===== src/rtl/cafb_pkg.sv =====
// ----------------------------------------------------------------------------
// cafb_pkg
// Shared types and codes for the CPU ALU, flags and branch unit.
// ----------------------------------------------------------------------------
package cafb_pkg;

  localparam int LEVELS  = 16;
  localparam int ROW_W   = 7;
  localparam int RF_ROWS = 1 << ROW_W;

  // item kinds
  localparam logic [2:0] CMD_ALU1   = 3'd0;
  localparam logic [2:0] CMD_ALU2   = 3'd1;
  localparam logic [2:0] CMD_SYS    = 3'd2;
  localparam logic [2:0] CMD_BRANCH = 3'd3;
  localparam logic [2:0] CMD_WRITE  = 3'd4;
  localparam logic [2:0] CMD_READ   = 3'd5;

  // single-register ops
  localparam logic [3:0] OP1_INC = 4'd0;
  localparam logic [3:0] OP1_DEC = 4'd1;
  localparam logic [3:0] OP1_CLR = 4'd2;
  localparam logic [3:0] OP1_NOT = 4'd3;
  localparam logic [3:0] OP1_SHL = 4'd4;
  localparam logic [3:0] OP1_SHR = 4'd5;
  localparam logic [3:0] OP1_ROL = 4'd6;
  localparam logic [3:0] OP1_ROR = 4'd7;

  // two-register ops
  localparam logic [3:0] OP2_ADD = 4'd0;
  localparam logic [3:0] OP2_SUB = 4'd1;
  localparam logic [3:0] OP2_AND = 4'd2;
  localparam logic [3:0] OP2_OR  = 4'd3;
  localparam logic [3:0] OP2_XOR = 4'd4;
  localparam logic [3:0] OP2_MOV = 4'd5;

  // system ops
  localparam logic [3:0] SYS_STOP  = 4'd0;
  localparam logic [3:0] SYS_SET_M = 4'd2;
  localparam logic [3:0] SYS_CLR_M = 4'd3;
  localparam logic [3:0] SYS_SET_I = 4'd4;
  localparam logic [3:0] SYS_CLR_I = 4'd5;
  localparam logic [3:0] SYS_SET_C = 4'd6;
  localparam logic [3:0] SYS_CLR_C = 4'd7;
  localparam logic [3:0] SYS_RET   = 4'd9;

  // branch conditions
  localparam logic [3:0] BR_C      = 4'd0;
  localparam logic [3:0] BR_M      = 4'd2;
  localparam logic [3:0] BR_Z      = 4'd4;
  localparam logic [3:0] BR_LT     = 4'd6;
  localparam logic [3:0] BR_GT     = 4'd8;
  localparam logic [3:0] BR_SENSE0 = 4'd10;
  localparam logic [3:0] BR_NEVER  = 4'd14;

  // register holding the return address
  localparam logic [3:0] RET_REG = 4'd4;

  typedef struct packed {
    logic [2:0]  cmd;
    logic        word_size;
    logic [3:0]  op;
    logic [7:0]  addr_a;
    logic [7:0]  addr_b;
    logic [3:0]  cnt;
    logic [7:0]  offset;
    logic [15:0] pc;
    logic [3:0]  sense;
    logic [7:0]  wbyte;
  } item_t;

  typedef struct packed {
    logic c;
    logic v;
    logic z;
    logic m;
    logic i;
  } flags_t;

  typedef struct packed {
    logic             en;
    logic [ROW_W-1:0] row;
    logic             we_hi;
    logic             we_lo;
    logic [7:0]       hi;
    logic [7:0]       lo;
  } wr_req_t;

  typedef struct packed {
    logic [15:0] result;
    flags_t      flags;
    logic        pc_load;
    logic [15:0] new_pc;
    logic        halted;
  } res_t;

endpackage


===== src/rtl/cafb_regfile.sv =====
// ----------------------------------------------------------------------------
// cafb_regfile
// Banked register file as two byte-wide memories (even and odd bytes), two
// registered read ports, one write port, per-byte valid bits and bypass of
// the write that lands on the read edge.
// ----------------------------------------------------------------------------
module cafb_regfile
  import cafb_pkg::*;
(
  input  logic             clk,
  input  logic             rst_n,
  input  logic             rd_en,
  input  logic [ROW_W-1:0] rd_row_a,
  input  logic [ROW_W-1:0] rd_row_b,
  input  wr_req_t          wr,
  output logic [15:0]      rd_data_a,
  output logic [15:0]      rd_data_b
);

  logic [7:0]         mem_hi_r [RF_ROWS];
  logic [7:0]         mem_lo_r [RF_ROWS];
  logic [RF_ROWS-1:0] vld_hi_r;
  logic [RF_ROWS-1:0] vld_lo_r;

  logic [7:0]       q_hi_a_r, q_lo_a_r, q_hi_b_r, q_lo_b_r;
  logic             qv_hi_a_r, qv_lo_a_r, qv_hi_b_r, qv_lo_b_r;
  logic [ROW_W-1:0] row_a_r, row_b_r;
  wr_req_t          fwd_r;

  logic hit_a, hit_b;

  always_ff @(posedge clk) begin
    if (wr.en && wr.we_hi) begin
      mem_hi_r[wr.row] <= wr.hi;
    end
    if (rd_en) begin
      q_hi_a_r <= mem_hi_r[rd_row_a];
      q_hi_b_r <= mem_hi_r[rd_row_b];
    end
  end

  always_ff @(posedge clk) begin
    if (wr.en && wr.we_lo) begin
      mem_lo_r[wr.row] <= wr.lo;
    end
    if (rd_en) begin
      q_lo_a_r <= mem_lo_r[rd_row_a];
      q_lo_b_r <= mem_lo_r[rd_row_b];
    end
  end

  always_ff @(posedge clk) begin
    if (!rst_n) begin
      vld_hi_r <= '0;
      vld_lo_r <= '0;
    end else if (wr.en) begin
      if (wr.we_hi) vld_hi_r[wr.row] <= 1'b1;
      if (wr.we_lo) vld_lo_r[wr.row] <= 1'b1;
    end
  end

  // capture read qualifiers and the write of the same edge for bypass
  always_ff @(posedge clk) begin
    if (rd_en) begin
      qv_hi_a_r <= vld_hi_r[rd_row_a];
      qv_lo_a_r <= vld_lo_r[rd_row_a];
      qv_hi_b_r <= vld_hi_r[rd_row_b];
      qv_lo_b_r <= vld_lo_r[rd_row_b];
      row_a_r   <= rd_row_a;
      row_b_r   <= rd_row_b;
      fwd_r     <= wr;
    end
  end

  assign hit_a = fwd_r.en && (fwd_r.row == row_a_r);
  assign hit_b = fwd_r.en && (fwd_r.row == row_b_r);

  always_comb begin
    rd_data_a[15:8] = (hit_a && fwd_r.we_hi) ? fwd_r.hi : (qv_hi_a_r ? q_hi_a_r : 8'h00);
    rd_data_a[7:0]  = (hit_a && fwd_r.we_lo) ? fwd_r.lo : (qv_lo_a_r ? q_lo_a_r : 8'h00);
    rd_data_b[15:8] = (hit_b && fwd_r.we_hi) ? fwd_r.hi : (qv_hi_b_r ? q_hi_b_r : 8'h00);
    rd_data_b[7:0]  = (hit_b && fwd_r.we_lo) ? fwd_r.lo : (qv_lo_b_r ? q_lo_b_r : 8'h00);
  end

endmodule


===== src/rtl/cafb_alu.sv =====
// ----------------------------------------------------------------------------
// cafb_alu
// Execute stage: ALU ops, flag ops, branch test, raw register access and the
// write-back request for the register file.
// ----------------------------------------------------------------------------
module cafb_alu
  import cafb_pkg::*;
(
  input  item_t       it,
  input  flags_t      flags,
  input  logic        halted,
  input  logic [15:0] rd_a,
  input  logic [15:0] rd_b,
  output res_t        res_o,
  output wr_req_t     wr_o
);

  logic [4:0]  n;
  logic [15:0] mask, top;
  logic [7:0]  a_byte, b_byte;
  logic [15:0] arg, src, res;
  logic [16:0] inc_sum, add_sum;
  logic [15:0] dec_diff, sub_diff;
  logic [31:0] shl_ext;
  logic [16:0] shr_ext;
  logic [15:0] rol_b, ror_b;
  logic [31:0] rol_w, ror_w;
  logic [15:0] rol_res, ror_res;
  logic [3:0]  cond_op;
  logic [1:0]  sidx;
  logic        cond, setzm, wr_word;
  logic [7:0]  wr_byte;
  flags_t      f;

  always_comb begin
    n        = {1'b0, it.cnt} + 5'd1;
    mask     = it.word_size ? 16'hFFFF : 16'h00FF;
    top      = it.word_size ? 16'h8000 : 16'h0080;
    a_byte   = it.addr_a[0] ? rd_a[7:0] : rd_a[15:8];
    b_byte   = it.addr_b[0] ? rd_b[7:0] : rd_b[15:8];
    arg      = it.word_size ? rd_a : {8'h00, a_byte};
    src      = it.word_size ? rd_b : {8'h00, b_byte};
    inc_sum  = {1'b0, arg} + {12'h000, n};
    dec_diff = arg - {11'h000, n};
    add_sum  = {1'b0, arg} + {1'b0, src};
    sub_diff = arg - src;
    shl_ext  = {16'h0000, arg} << n;
    shr_ext  = {arg, 1'b0} >> n;
    rol_b    = {arg[7:0], arg[7:0]} << n[2:0];
    ror_b    = {arg[7:0], arg[7:0]} >> n[2:0];
    rol_w    = {arg, arg} << n[3:0];
    ror_w    = {arg, arg} >> n[3:0];
    rol_res  = it.word_size ? rol_w[31:16] : {8'h00, rol_b[15:8]};
    ror_res  = it.word_size ? ror_w[15:0]  : {8'h00, ror_b[7:0]};
    cond_op  = {it.op[3:1], 1'b0};
    sidx     = 2'(it.op - BR_SENSE0);
    cond     = 1'b0;

    f        = flags;
    res      = arg;
    setzm    = 1'b0;
    wr_word  = 1'b0;
    wr_byte  = 8'h00;
    wr_o     = '0;
    res_o    = '0;
    res_o.halted = halted;

    unique case (it.cmd)
      CMD_ALU1: begin
        setzm = 1'b1;
        unique case (it.op)
          OP1_INC: begin
            res = inc_sum[15:0] & mask;
            f.v = res < arg;
          end
          OP1_DEC: begin
            res = dec_diff & mask;
            f.v = res > arg;
          end
          OP1_CLR: res = 16'h0000;
          OP1_NOT: res = ~arg & mask;
          OP1_SHL: begin
            res = shl_ext[15:0] & mask;
            f.c = it.word_size ? shl_ext[16] : shl_ext[8];
          end
          OP1_SHR: begin
            res = shr_ext[16:1];
            f.c = shr_ext[0];
          end
          OP1_ROL: begin
            res = rol_res;
            f.c = rol_res[0];
          end
          OP1_ROR: begin
            res = ror_res;
            f.c = |(ror_res & top);
          end
          default: setzm = 1'b0;
        endcase
        res_o.result = res;
      end
      CMD_ALU2: begin
        setzm = 1'b1;
        unique case (it.op)
          OP2_ADD: begin
            res = add_sum[15:0] & mask;
            f.c = it.word_size ? add_sum[16] : add_sum[8];
            f.v = |(~(arg ^ src) & (res ^ src) & top);
          end
          OP2_SUB: begin
            res = sub_diff & mask;
            f.c = arg < src;
            f.v = |((arg ^ src) & (res ^ arg) & top);
          end
          OP2_AND: res = arg & src;
          OP2_OR:  res = arg | src;
          OP2_XOR: res = arg ^ src;
          OP2_MOV: res = src;
          default: setzm = 1'b0;
        endcase
        res_o.result = res;
      end
      CMD_SYS: begin
        unique case (it.op)
          SYS_STOP:  res_o.halted = 1'b1;
          SYS_SET_M: f.m = 1'b1;
          SYS_CLR_M: f.m = 1'b0;
          SYS_SET_I: f.i = 1'b1;
          SYS_CLR_I: f.i = 1'b0;
          SYS_SET_C: f.c = 1'b1;
          SYS_CLR_C: f.c = 1'b0;
          SYS_RET: begin
            res_o.pc_load = 1'b1;
            res_o.new_pc  = rd_a;
          end
          default: ;
        endcase
      end
      CMD_BRANCH: begin
        if (it.op < BR_SENSE0) begin
          unique case (cond_op)
            BR_C:    cond = flags.c;
            BR_M:    cond = flags.m;
            BR_Z:    cond = flags.z;
            BR_LT:   cond = !flags.z && (flags.m != flags.v);
            BR_GT:   cond = !flags.z && (flags.m == flags.v);
            default: cond = 1'b0;
          endcase
          res_o.pc_load = it.op[0] ? !cond : cond;
        end else if (it.op < BR_NEVER) begin
          res_o.pc_load = !it.sense[sidx];
        end
        if (res_o.pc_load) begin
          res_o.new_pc = it.pc + {{8{it.offset[7]}}, it.offset};
        end
      end
      CMD_WRITE: begin
        wr_o.en = 1'b1;
        wr_byte = it.wbyte;
      end
      CMD_READ: res_o.result = {8'h00, a_byte};
      default: ;
    endcase

    if (setzm) begin
      f.z      = (res == 16'h0000);
      f.m      = |(res & top);
      wr_o.en  = 1'b1;
      wr_word  = it.word_size;
      wr_byte  = res[7:0];
    end

    wr_o.row = it.addr_a[7:1];
    if (wr_word) begin
      wr_o.we_hi = 1'b1;
      wr_o.we_lo = 1'b1;
      wr_o.hi    = res[15:8];
      wr_o.lo    = res[7:0];
    end else begin
      wr_o.we_hi = !it.addr_a[0];
      wr_o.we_lo = it.addr_a[0];
      wr_o.hi    = wr_byte;
      wr_o.lo    = wr_byte;
    end

    res_o.flags = f;
  end

endmodule


===== src/rtl/cpu_alu_flags_branch_unit.sv =====
// ----------------------------------------------------------------------------
// cpu_alu_flags_branch_unit
// Execution unit of a 16-bit CPU: banked 256-byte register file, status
// flags, halt bit, ALU, flag ops and branch evaluation.
//
//   channel | dir | tdata fields (low bit up)                      | tuser
//   in_     | in  | word_size op reg_a reg_b count_minus_one       | cmd
//           |     | offset current_pc int_level sense reg_address  |
//           |     | write_byte                                     |
//   out_    | out | result flag_c flag_v flag_z flag_m flag_i      | -
//           |     | pc_load new_pc cpu_halted                      |
//
// One item per cycle while the output does not stall; the acceptance edge reads
// the register file, and the execute stage executes, writes back and loads the
// output register as it advances. A write-back on the edge of the next item's
// read is bypassed to that item. Reset clears the register file through per-byte
// valid bits, clears the flags and sets the halt bit.
// A stalled output holds the execute stage, which holds the input.
// ----------------------------------------------------------------------------
module cpu_alu_flags_branch_unit
  import cafb_pkg::*;
(
  input  logic        clk,
  input  logic        rst_n,
  input  logic        in_tvalid,
  output logic        in_tready,
  // word_size, op, reg_a, reg_b, count_minus_one, offset, current_pc,
  // int_level, sense, reg_address, write_byte, zero pad
  input  logic [71:0] in_tdata,
  // cmd
  input  logic [2:0]  in_tuser,
  output logic        out_tvalid,
  input  logic        out_tready,
  // result, flag_c, flag_v, flag_z, flag_m, flag_i, pc_load, new_pc,
  // cpu_halted, zero pad
  output logic [39:0] out_tdata
);

  logic        accept, ex_adv;
  logic [3:0]  bank;
  logic [7:0]  addr_a, addr_b;
  item_t       item_in;

  item_t       ex_item_r;
  logic        ex_valid_r, ex_valid_nxt;
  flags_t      flags_r;
  logic        halt_r;
  res_t        out_r;
  logic        out_valid_r, out_valid_nxt;

  logic [15:0] rd_a, rd_b;
  res_t        alu_res;
  wr_req_t     alu_wr, rf_wr;

  assign ex_adv    = ex_valid_r && (!out_valid_r || out_tready);
  assign in_tready = !ex_valid_r || ex_adv;
  assign accept    = in_tvalid && in_tready;

  assign bank   = 4'(in_tdata[44:41] % LEVELS);
  assign addr_b = {bank, in_tdata[12:9]};

  always_comb begin
    unique case (in_tuser)
      CMD_READ, CMD_WRITE: addr_a = in_tdata[56:49];
      CMD_SYS:             addr_a = {bank, RET_REG};
      default:             addr_a = {bank, in_tdata[8:5]};
    endcase
    item_in.cmd       = in_tuser;
    item_in.word_size = in_tdata[0];
    item_in.op        = in_tdata[4:1];
    item_in.addr_a    = addr_a;
    item_in.addr_b    = addr_b;
    item_in.cnt       = in_tdata[16:13];
    item_in.offset    = in_tdata[24:17];
    item_in.pc        = in_tdata[40:25];
    item_in.sense     = in_tdata[48:45];
    item_in.wbyte     = in_tdata[64:57];
  end

  cafb_regfile u_regfile (
    .clk       (clk),
    .rst_n     (rst_n),
    .rd_en     (accept),
    .rd_row_a  (addr_a[7:1]),
    .rd_row_b  (addr_b[7:1]),
    .wr        (rf_wr),
    .rd_data_a (rd_a),
    .rd_data_b (rd_b)
  );

  cafb_alu u_alu (
    .it     (ex_item_r),
    .flags  (flags_r),
    .halted (halt_r),
    .rd_a   (rd_a),
    .rd_b   (rd_b),
    .res_o  (alu_res),
    .wr_o   (alu_wr)
  );

  always_comb begin
    rf_wr    = alu_wr;
    rf_wr.en = alu_wr.en && ex_adv;
  end

  assign ex_valid_nxt  = accept || (ex_valid_r && !ex_adv);
  assign out_valid_nxt = ex_adv || (out_valid_r && !out_tready);

  always_ff @(posedge clk) begin
    if (!rst_n) begin
      ex_valid_r  <= 1'b0;
      out_valid_r <= 1'b0;
      flags_r     <= '0;
      halt_r      <= 1'b1;
    end else begin
      ex_valid_r  <= ex_valid_nxt;
      out_valid_r <= out_valid_nxt;
      if (ex_adv) begin
        flags_r <= alu_res.flags;
        halt_r  <= alu_res.halted;
      end
    end
  end

  always_ff @(posedge clk) begin
    if (accept) ex_item_r <= item_in;
    if (ex_adv) out_r     <= alu_res;
  end

  assign out_tvalid = out_valid_r;
  assign out_tdata  = {1'b0, out_r.halted, out_r.new_pc, out_r.pc_load,
                       out_r.flags.i, out_r.flags.m, out_r.flags.z,
                       out_r.flags.v, out_r.flags.c, out_r.result};

endmodule

===== config.mk =====
export PLATFORM = sky130hd
export DESIGN_NAME = cpu_alu_flags_branch_unit
export DESIGN_NICKNAME = d
export VERILOG_FILES = /design/src/rtl/cafb_pkg.sv /design/src/rtl/cafb_regfile.sv /design/src/rtl/cafb_alu.sv /design/src/rtl/cpu_alu_flags_branch_unit.sv
export SDC_FILE = /design/constraint.sdc
export NUM_CORES = 2
export LEC_CHECK = 0
export BUFFER_PORTS_ARGS = -buffer_cell sky130_fd_sc_hd__buf_2
export CAP_MARGIN = 20
export CORE_ASPECT_RATIO = 1.2
export CORE_UTILIZATION = 45
export CTS_BUF_LIST = sky130_fd_sc_hd__clkbuf_8
export CTS_CLUSTER_DIAMETER = 200
export CTS_CLUSTER_SIZE = 8
export DETAILED_ROUTE_END_ITERATION = 16
export MAX_ROUTING_LAYER = met4
export PLACE_DENSITY = 0.58
export SETUP_SLACK_MARGIN = 0.1
export SYNTH_ARGS = -nofsm -noshare
export SYNTH_HDL_FRONTEND = slang
export SYNTH_SLANG_ARGS = --single-unit

===== constraint.sdc =====
create_clock -name clk -period 14.4 [get_ports clk]
set_clock_uncertainty 0.15 [all_clocks]
set_input_delay 2.88 -clock clk [delete_from_list [all_inputs] [get_ports clk]]
set_output_delay 2.88 -clock clk [all_outputs]
set_load 0.03 [all_outputs]

==> metrics.csv <==
metric;value;unit
initial_core_util;0.453;
cts_buffer_depth;4;
num_io_pins;121;
finalSetupViolCount;0;
dp_hpwl;293;mm
worst_slew_pin_slew;1.25;ns
final-hold-violation-count;0;
post_cts_resized;0;
dieArea;284000;sq um
p_comb_frac;0.169;
fillCellCount;24692;
cts.sinks;2477;
slew_violations;0;
r2r_slack;4.81;ns
grt_overflow;0;
post-route-period-util;0.666;
synth_cell_types;102;
layout_common_cells;2575 x nand2_1, 2213 x edfxtp_1, 948 x nor2_1, 774 x mux4_2, 672 x nand3_1;
drtAntennaViolNets;0;
yosys_most_used_dff;edfxtp_1;
syn_area_per_cell;11.8;sq um
die_x;487;um
hold_buffers;0;
maxClockFrequency;0.104;GHz
cp.arrival;10.10;ns
maxCapViolCount;0;
drt_wl_total;467;mm
antenna_found_initial;25;
clkPwrFrac;0.325;
synthCells;10782;
p_seq_frac;0.506;
drc;0;
synth_edf_count;2213;
tns;0;ns
drive_gt1_frac;0.153;
regArea;71700;sq um
grt_pass1_vias;91716;
ys_ff_latch;2477;
via_per_inst;6.55;
first_pass_iters;6;
final_common_cell;nand2_1;
cts_made_buffers;351;
power_switching_share;0.300;
fin_util;0.492;
wl_per_cell;31.7;um
numPortBuffers;112;
grt_setup_unrepaired;no;
clk_pin_slew;0.06;ns
timing.slew.headroom;0.165;
hp-class;flop to flop;
cp-start-kind;flop;
async_flop_share;0;
p_per_area;113;nW/um^2
ir_drop;0.0000908;V
clkLatencyLatePin;1.05;ns
syn_to_final_growth;8.60;%
cp-end-kind;flop;
status;finished clean;
post_cts_buffers;0;
core_area;281000;sq um
cts_tree;built;
leakagePower;46.6;nW
die_h;584;um
yosysSeqAreaShare;0.565;
grt_start_max_net_pins;169;
rows;213;
switching_power;4.69;mW
syn-num-nets;10952;
syn-cell-area;127000;sq um
place.gp.congestion;0.995;
period_needed;9.59;ns
final_nets;10821;
yosysWarnings;0;
grt_pass1_wl;660;mm
htree_levels;5;
vias;96287;
cp_max_fo;80;
track_usage;0.330;
root_buffer;clkbuf_8;
criticalPathCategory;flop to flop;
initialDrtViolationCount;11805;
required;14.91;ns
internal_power;10.9;mW
multi_input_area;51800;sq um
routing by layer:
| layer | GRT usage | wire length (um) | vias up |
|---|---|---|---|
| met5 | - | 0 | - |
| met4 | 0.154 | 24900 | 0 |
| met3 | 0.0527 | 42400 | 1053 |
| met2 | 0.519 | 223000 | 5679 |
| met1 | 0.419 | 177000 | 48809 |
| li1 | - | - | 40746 |
final timing paths:
path            startpoint                    endpoint  cells after the start
min                 halt_r                      halt_r                      1
max          ex_item_r[50]  u_regfile.mem_hi_r[105][4]                     24
min reg2reg         halt_r                      halt_r                      1
max reg2reg  ex_item_r[50]  u_regfile.mem_hi_r[105][4]                     24
per-stage QoR:
step / instance area [sq um] / instances / power, mW / worst slack (ns) / hold WS (ns)
after global placement: 131000 / 14009 / 10.6 / 5.43 / 0.283
after detailed placement: 132000 / 14042 / 10.6 / 5.29 / 0.299
after global routing: 138000 / 14695 / 16.1 / 4.47 / 0.328
after CTS: 138000 / 14663 / 15.7 / 5.25 / 0.310
final: 138000 / 14703 / 15.6 / 4.81 / 0.311
after floorplan: 127000 / 10782 / 9.65 / 3.36 / 0.269
critical path, cell delays in order, from the launching register on:
cell	delay (ns)
edfxtp_1	0.60
xnor2_1	0.39
nand4_2	0.50
o211ai_2	0.31
buf_4	0.23
and2_1	0.23
nor2_1	0.06
buf_4	0.23
ha_1	0.29
fa_1	0.50
a211o_1	0.28
a31oi_1	0.44
nor3_1	0.09
a21oi_1	0.73
nand2b_1	0.28
nor3b_1	0.15
xnor2_1	0.35
o221ai_1	0.33
a211oi_1	0.10
o221ai_1	0.90
a221oi_1	0.23
mux2_2	0.35
o21ai_4	0.14
buf_4	0.53
buf_4	0.68
Yosys cell counts, types with 8 or more instances:
master / n / area share
nand2_1: 2578 / 0.076
edfxtp_1: 2213 / 0.52
nor2_1: 950 / 0.028
mux4_2: 774 / 0.14
clkbuf_1: 768 / 0.023
nand3_1: 673 / 0.027
a311oi_1: 445 / 0.031
and3_1: 305 / 0.015
dfxtp_1: 264 / 0.042
a21oi_1: 239 / 0.0094
a31oi_1: 192 / 0.0095
o21ai_0: 155 / 0.0061
a211oi_1: 145 / 0.0086
buf_1: 97 / 0.0029
ha_1: 87 / 0.0086
inv_1: 77 / 0.0023
nor3_1: 53 / 0.0021
xnor2_1: 52 / 0.0036
o31ai_1: 41 / 0.0024
mux2i_1: 37 / 0.0029
o22ai_1: 34 / 0.0017
o211ai_1: 31 / 0.0018
o221ai_1: 31 / 0.0021
a221oi_1: 28 / 0.0019
mux2_2: 28 / 0.0025
a21o_1: 27 / 0.0016
and2_1: 27 / 0.0013
nor4_1: 25 / 0.0012
o311ai_0: 25 / 0.0017
nand4_1: 24 / 0.0012
a22oi_1: 20 / 0.0012
nand2b_1: 19 / 0.00094
buf_2: 17 / 0.00067
nor2b_1: 17 / 0.00084
o21bai_1: 17 / 0.0010
xor2_1: 16 / 0.0011
a211o_1: 13 / 0.00090
inv_2: 13 / 0.00038
a221o_1: 12 / 0.00095
or3_1: 10 / 0.00049
a2111oi_0: 9 / 0.00062
a21boi_0: 9 / 0.00053
o21ai_1: 9 / 0.00035
o32ai_1: 8 / 0.00055
logic make-up (layout without fill, tap and decap cells):
logic type,count (synthesis),after routing,synth area share
xor gates and xnor gates,71,71,0.00525
and+or+nand+nor,4733,4733,0.158
AOI/OAI and AO/OA,1584,1584,0.0907
muxes,839,839,0.143
adders and majority gates,91,91,0.00920
other,1,23,0.0000295
buffers and inverters,986,1123,0.0297
DFF,2477,2477,0.565
power groups by stage:
stage | Sequential [mW] | Combinational (mW) | Clock (mW)
2_1_floorplan | 8.07 | 1.58 | 0
3_3_place_gp | 8.06 | 2.58 | 0
3_5_place_dp | 8.06 | 2.59 | 0
4_1_cts | 7.90 | 2.60 | 5.16
5_1_grt | 7.90 | 2.77 | 5.42
6_report | 7.90 | 2.65 | 5.08
final cells by class:
cell class,instances,area share
sequential,2477,0.520
multi-input combinational,7319,0.376
antenna,22,0.000399
clock buffer,357,0.0356
timing repair buffer,407,0.0236
tap,3762,0.0341
inverter,95,0.00277
clock inverter,264,0.00763
state kept, by name (all words and copies together) (netlist names), 5 cells and up:
name                flops
u_regfile.mem_hi_r   1024
u_regfile.mem_lo_r   1024
u_regfile.vld_hi_r    128
u_regfile.vld_lo_r    128
ex_item_r              57
out_tdata              39
u_regfile.fwd_r        26
u_regfile.q_hi_a_r      8
u_regfile.q_hi_b_r      8
u_regfile.q_lo_a_r      8
u_regfile.q_lo_b_r      8
u_regfile.row_b_r       7
flags_r                 5
No activity file was read; power rests on OpenSTA's default activity.
